**src/hw/rtl/rls_pkg.sv**
```systemverilog
// Shared types, register indexes and saturating helpers for the RLS adaptive filter.
// Used by rls_div and rls_adaptive_filter; depends on nothing else.
package rls_pkg;

    localparam int CFG_IDX_W  = 2;
    localparam int CFG_DATA_W = 20;

    localparam logic [CFG_IDX_W-1:0] CFG_FORGET = 2'd0;
    localparam logic [CFG_IDX_W-1:0] CFG_DIAG   = 2'd1;
    localparam logic [CFG_IDX_W-1:0] CFG_WLIMIT = 2'd2;
    localparam logic [CFG_IDX_W-1:0] CFG_OSCALE = 2'd3;

    localparam logic [15:0] FORGET_RST = 16'd36045;
    localparam logic [19:0] DIAG_RST   = 20'd10000;
    localparam logic [6:0]  WLIMIT_RST = 7'd100;
    localparam logic [6:0]  OSCALE_RST = 7'd10;

    localparam int S_W     = 48;
    localparam int NUM_W   = 80;
    localparam int DCNT_W  = 7;

    localparam logic signed [63:0] S48_MAX64 = 64'sh0000_7FFF_FFFF_FFFF;
    localparam logic signed [63:0] S48_MIN64 = 64'shFFFF_8000_0000_0000;
    localparam logic signed [63:0] S16_MAX64 = 64'sd32767;
    localparam logic signed [63:0] S16_MIN64 = -64'sd32768;

    typedef struct packed {
        logic               cmd;
        logic signed [15:0] in_sample;
        logic signed [15:0] want_sample;
    } rls_in_t;

    typedef struct packed {
        logic signed [15:0] out_sample;
        logic signed [15:0] pred_error;
    } rls_out_t;

    typedef enum logic [3:0] {
        ST_CLEAR,
        ST_IDLE,
        ST_PRED,
        ST_SCALE,
        ST_SVEC,
        ST_UVEC,
        ST_DOT,
        ST_GAIN,
        ST_GWAIT,
        ST_UPD,
        ST_UWAIT,
        ST_FINISH
    } state_t;

    typedef enum logic {
        DIV_GAIN,
        DIV_LAMBDA
    } div_mode_t;

    typedef struct packed {
        logic               start;
        div_mode_t          mode;
        logic signed [63:0] numer;
        logic [63:0]        denom;
    } div_req_t;

    typedef struct packed {
        logic                  done;
        logic signed [S_W-1:0] quot;
    } div_rsp_t;

    function automatic logic signed [63:0] sadd64(input logic signed [63:0] a,
                                                  input logic signed [63:0] b);
        logic signed [64:0] s;
        s = {a[63], a} + {b[63], b};
        if (s[64] != s[63])
            return s[64] ? 64'sh8000_0000_0000_0000 : 64'sh7FFF_FFFF_FFFF_FFFF;
        return s[63:0];
    endfunction

    function automatic logic signed [S_W-1:0] sat48(input logic signed [63:0] v);
        if (v > S48_MAX64)
            return S48_MAX64[S_W-1:0];
        if (v < S48_MIN64)
            return S48_MIN64[S_W-1:0];
        return v[S_W-1:0];
    endfunction

    function automatic logic signed [15:0] sat16(input logic signed [63:0] v);
        if (v > S16_MAX64)
            return 16'sh7FFF;
        if (v < S16_MIN64)
            return 16'sh8000;
        return v[15:0];
    endfunction

endpackage

```
**src/hw/rtl/rls_div.sv**
```systemverilog
// Bit-serial restoring divider: |numer| scaled by 2^32 or 2^16 over denom, one bit a cycle.
// Result is truncated toward zero and saturated to 48 bits; uses rls_pkg.
module rls_div (
    input  logic              clk,
    input  logic              rst_n,
    input  rls_pkg::div_req_t req,
    output rls_pkg::div_rsp_t rsp
);

    logic                          busy_reg;
    logic                          fin_reg;
    logic [rls_pkg::DCNT_W-1:0]    cnt_reg;
    logic [rls_pkg::NUM_W-1:0]     num_reg;
    logic [63:0]                   rem_reg;
    logic [63:0]                   den_reg;
    logic [rls_pkg::S_W-1:0]       q_reg;
    logic                          big_reg;
    logic                          neg_reg;

    logic [63:0] mag;
    logic [64:0] trial;
    logic        ge;
    logic        sat;

    assign mag   = req.numer[63] ? (64'd0 - req.numer) : req.numer;
    assign trial = {rem_reg, num_reg[rls_pkg::NUM_W-1]};
    assign ge    = (trial >= {1'b0, den_reg});
    assign sat   = big_reg | q_reg[rls_pkg::S_W-1];

    always_ff @(posedge clk or negedge rst_n)
    begin
        if (!rst_n)
        begin
            busy_reg <= 1'b0;
            fin_reg  <= 1'b0;
            cnt_reg  <= '0;
        end
        else
        begin
            fin_reg <= 1'b0;
            if (req.start)
            begin
                busy_reg <= 1'b1;
                cnt_reg  <= '0;
            end
            else if (busy_reg)
            begin
                cnt_reg <= cnt_reg + 1'b1;
                if (cnt_reg == rls_pkg::DCNT_W'(rls_pkg::NUM_W - 1))
                begin
                    busy_reg <= 1'b0;
                    fin_reg  <= 1'b1;
                end
            end
        end
    end

    always_ff @(posedge clk)
    begin
        if (req.start)
        begin
            num_reg <= (req.mode == rls_pkg::DIV_GAIN) ? {mag[47:0], 32'd0} : {mag, 16'd0};
            rem_reg <= '0;
            den_reg <= req.denom;
            q_reg   <= '0;
            big_reg <= 1'b0;
            neg_reg <= req.numer[63];
        end
        else if (busy_reg)
        begin
            num_reg <= {num_reg[rls_pkg::NUM_W-2:0], 1'b0};
            rem_reg <= ge ? 64'(trial - {1'b0, den_reg}) : trial[63:0];
            q_reg   <= {q_reg[rls_pkg::S_W-2:0], ge};
            big_reg <= big_reg | q_reg[rls_pkg::S_W-1];
        end
    end

    always_comb
    begin
        rsp.done = fin_reg;
        if (neg_reg)
            rsp.quot = sat ? rls_pkg::S48_MIN64[rls_pkg::S_W-1:0] : (48'd0 - q_reg);
        else
            rsp.quot = sat ? rls_pkg::S48_MAX64[rls_pkg::S_W-1:0] : q_reg;
    end

endmodule

```
**config.mk**
```make
export PLATFORM = sky130hd
export DESIGN_NAME = rls_div
export DESIGN_NICKNAME = d
export VERILOG_FILES = /design/src/hw/rtl/rls_pkg.sv /design/src/hw/rtl/rls_div.sv
export SDC_FILE = /design/constraint.sdc
export NUM_CORES = 1
export LEC_CHECK = 0
export ABC_AREA = 1
export BUFFER_PORTS_ARGS = -buffer_cell sky130_fd_sc_hd__buf_2
export CORE_UTILIZATION = 40
export DETAILED_ROUTE_END_ITERATION = 16
export PLACE_DENSITY = 0.57
export SYNTH_ARGS = -nofsm -noshare
export SYNTH_HDL_FRONTEND = slang
export SYNTH_SLANG_ARGS = --single-unit
```
**constraint.sdc**
```tcl
create_clock -name clk -period 6.3 [get_ports clk]
set_input_delay 1.26 -clock clk [delete_from_list [all_inputs] [get_ports clk]]
set_output_delay 1.26 -clock clk [all_outputs]
set_load 0.03 [all_outputs]
```
==> impl_results.md <==
- Status: completed
- GRT Util Overall: between 20% and 30%
- Seq pwr share: 37.6%
- Setup crit end: rsp[37]
- Fin crit period: 4.70 ns
- Reg2Reg Setup Slack: 2.86 ns
- Final setup violation count: 0
- CTS tree: yes
- Number of enable flip-flop cells after synthesis: ~130
- Worst skew pair latency: 0.58 ns
- Port-buffer cells: 180
- Slew @ Worst Pin: between 0.9 and 1 ns
- Worst path slowest cell: dfxtp_1
- Pwr Density: 235 mW/mm2
- Max Cap Viol: 0
- Crit path arrival time: 3.44 ns
- DR WL/cell: 17.3 um
- Crit path kind: reg2out
- FP Rows: 80
- Maximum vdd ir drop: 0.194 mV
- Die Y: 223 um
- Sequential area share after synthesis: about 33%
- # clock sinks: 251
- Stages on the worst setup path: 13
- Post-placement cell area: 0.0209 mm2
- CP max stage delay: 0.32 ns
- Hold Path Cell Cnt: 2
- Net count after synthesis: 3,302
- Commonest non-fill, non-tap cell in the layout: nand2_1
- Nets: roughly 3,400
- Hold Path Class: reg2reg
- Yosys synthesis warning count: 0
- CTS H-Tree Depth: 1
- Sum Neg Setup Slack: 0 ns
- Switching share of total power: 35.1%
- Fill count: 5,076
- Combinational share of power: 28.6%
- Switch Pwr: around 1.8 mW
- Asr flop ratio synth: 3.59%
- IO Count: 181
- Crit-path max FO: 31
- Top cell family by delay on the critical path: simple AND/OR/NAND/NOR gates
- N_diodes: 0
- Setup crit end kind: output pin
- Pint: 3.34 mW
- Setup Buffers After CTS: 0
- Worst R2R End: rem_reg[30]
- DPL Wire Length: 52.6 mm
- Leakage power: 11.4 nW
- Initial antenna violation count: 3
- Routed vias: 20,000
- FF+latch count, synth: 251
- Core ar.: ~0.048 mm2
- Drt first pass iters: 6
- Commonest cells after routing, fill and taps aside: nand2_1, inv_1, nor2_1
- # DRC: 0
- Vias per cell: 5.16
- Worst-case reg-to-reg path depth: 14
- Final slew viol count: 0
- Netlist cell types: 42
- Mapped Cells: a little over 3,000
- Critical-path cell list: nor2_2 > buf_4 > inv_2 > nor2_1 > nand2_1 > nor3_1 > nand2_1 > nor2_1 > nand2_1 > nor2_1 > a21oi_1 > xor2_1 > buf_2
- DRT Wirelength: 67.1 mm
- Top_reg_cell synth: edfxtp_1
- Initial core utilization: 40.7%
- Crit. Startpoint: big_reg
- Area growth, synth to finish: 12.2%
- Max Fclk: 0.213 GHz
- Nature of the critical path startpoint: flip-flop
- Reg-to-reg startpoint: den_reg[48]
- Largest net degree at the start of global routing: 75
- Global route overflow: 0
- Fin util: 45.7%
- First-pass GRT wire length: 105 mm
- Final worst path period share: between 70% and 80%
- Layout cells sized above 1: between 8 and 9%
- Maximum root-to-sink buffer count: 3
- Hold buffers post-CTS: 0
- Vias in the first global route: 18,900
- Clk slew on worst S/H paths: 0.06 ns
- Final Cell Area: 0.0219 mm2
- Mean cell area of the mapped netlist: 6.29 um2
- Rel. slew slack: 33.8%
- Critical path buffer and inverter count: 3
- Die ar.: 0.0497 mm2
- Root Buffer: clkbuf_16
- Gp weighted congestion: 0.989
- CTS buffer count: 29
- Synthesized area: 0.0195 mm2
- Die width: between 200 and 250 um
- Final Hold Fails: 0
- Clock network power share: 33.8%
- Fin Clk Skew: 0.0140 ns
- Routed Antenna Nets: 0
- Post-CTS sizing: 0
- RSZ-0062 raised after global routing: no
- Crit path required time: 5.04 ns
- Iteration-0 DRC Markers: 1,806
[cell usage after synthesis (16+ instances only)]
master / instances / area [um2]
ha_1: 67 / 838
nand3_1: 270 / 1350
nor2_1: 373 / 1400
nand2_1: 951 / 3570
dfxtp_1: 113 / 2260
edfxtp_1: 129 / 3870
inv_1: 497 / 1870
o211ai_1: 19 / 143
nor3_1: 38 / 190
buf_1: 16 / 60.1
clkbuf_1: 64 / 240
o21ai_0: 112 / 561
a21boi_1: 17 / 128
a21oi_1: 125 / 626
xor2_1: 84 / 736
o22ai_1: 46 / 288
nand4_1: 56 / 350
[worst min path at each step]
stage / startpoint / slack (ns) / to
4_1_cts: rem_reg[53] / 0.47 / rem_reg[53]
3_5_place_dp: rem_reg[50] / 0.46 / rem_reg[50]
5_1_grt: rem_reg[50] / 0.49 / rem_reg[50]
2_1_floorplan: big_reg / 0.44 / big_reg
3_3_place_gp: rem_reg[55] / 0.45 / rem_reg[55]
6_report: rem_reg[50] / 0.47 / rem_reg[50]
[power by group through the flow]
| stage | Combinational [mW] | Clock (mW) | Sequential (mW) |
|---|---|---|---|
| final | 1.47 | 1.74 | 1.93 |
| after global routing | 1.64 | 1.84 | 1.95 |
| after CTS | 1.47 | 1.79 | 1.93 |
| after detailed placement | 1.46 | 0 | 1.97 |
| after global placement | 1.45 | 0 | 1.96 |
| after floorplan | 1.00 | 0 | 1.95 |
[worst reg2reg max path, cell delays in order, from the launching register on]
cell and delay (ns):
edfxtp_1 0.33, inv_1 0.05, ha_1 0.40, a21oi_1 0.31, nand2_1 0.14, a21oi_1 0.20
nand2_1 0.10, nand2_1 0.07, nand2_1 0.08, nor2_4 0.38, nand2_2 0.29, buf_4 0.30
inv_2 0.38, nand3_1 0.15, a21oi_1 0.19
[per-stage QoR]
stage | setup WS (ns) | std cells | hold slack [ns] | power (mW)
after floorplan | 2.20 | 3102 | 0.437 | 2.95
after global placement | 2.28 | 3820 | 0.454 | 3.42
after detailed placement | 2.26 | 3820 | 0.463 | 3.42
after CTS | 1.61 | 3873 | 0.472 | 5.19
after global routing | 1.25 | 3873 | 0.493 | 5.43
final | 1.60 | 3873 | 0.471 | 5.15
[layer usage]
metal / up-vias / global-route usage, % / share of wire (%)
met1: 9161 / 36.1 / 45
li1: 10100 / - / -
met5: - / 0 / 0.051
met3: 117 / 3.07 / 5.8
met4: 6 / 8.08 / 3.3
met2: 602 / 44.5 / 46
[cell type report]
type | count | area, um2 | share of cell area, %
Clock buffer | 42 | 855 | 3.90
Clock inverter | 11 | 135 | 0.617
Inverter | 510 | 1920 | 8.76
Multi-Input combinational cell | 2248 | 10800 | 49.5
Sequential cell | 251 | 6360 | 29.1
Tap cell | 615 | 769 | 3.51
Timing Repair Buffer | 196 | 1030 | 4.69
[kinds of logic (layout without fill, tap and decap cells)]
| kind of cell | count (synthesis) | after routing | synth area share [%] |
|---|---|---|---|
| AOI/OAI and AO/OA | 348 | 348 | 9.99 |
| adders and majority gates | 68 | 68 | 4.40 |
| and+or+nand+nor | 1742 | 1742 | 37.0 |
| DFF | 251 | 251 | 32.6 |
| buffers and inverters | 603 | 759 | 12.0 |
| xor gates and xnor gates | 90 | 90 | 4.04 |
Power figures use the tool's default switching activity.
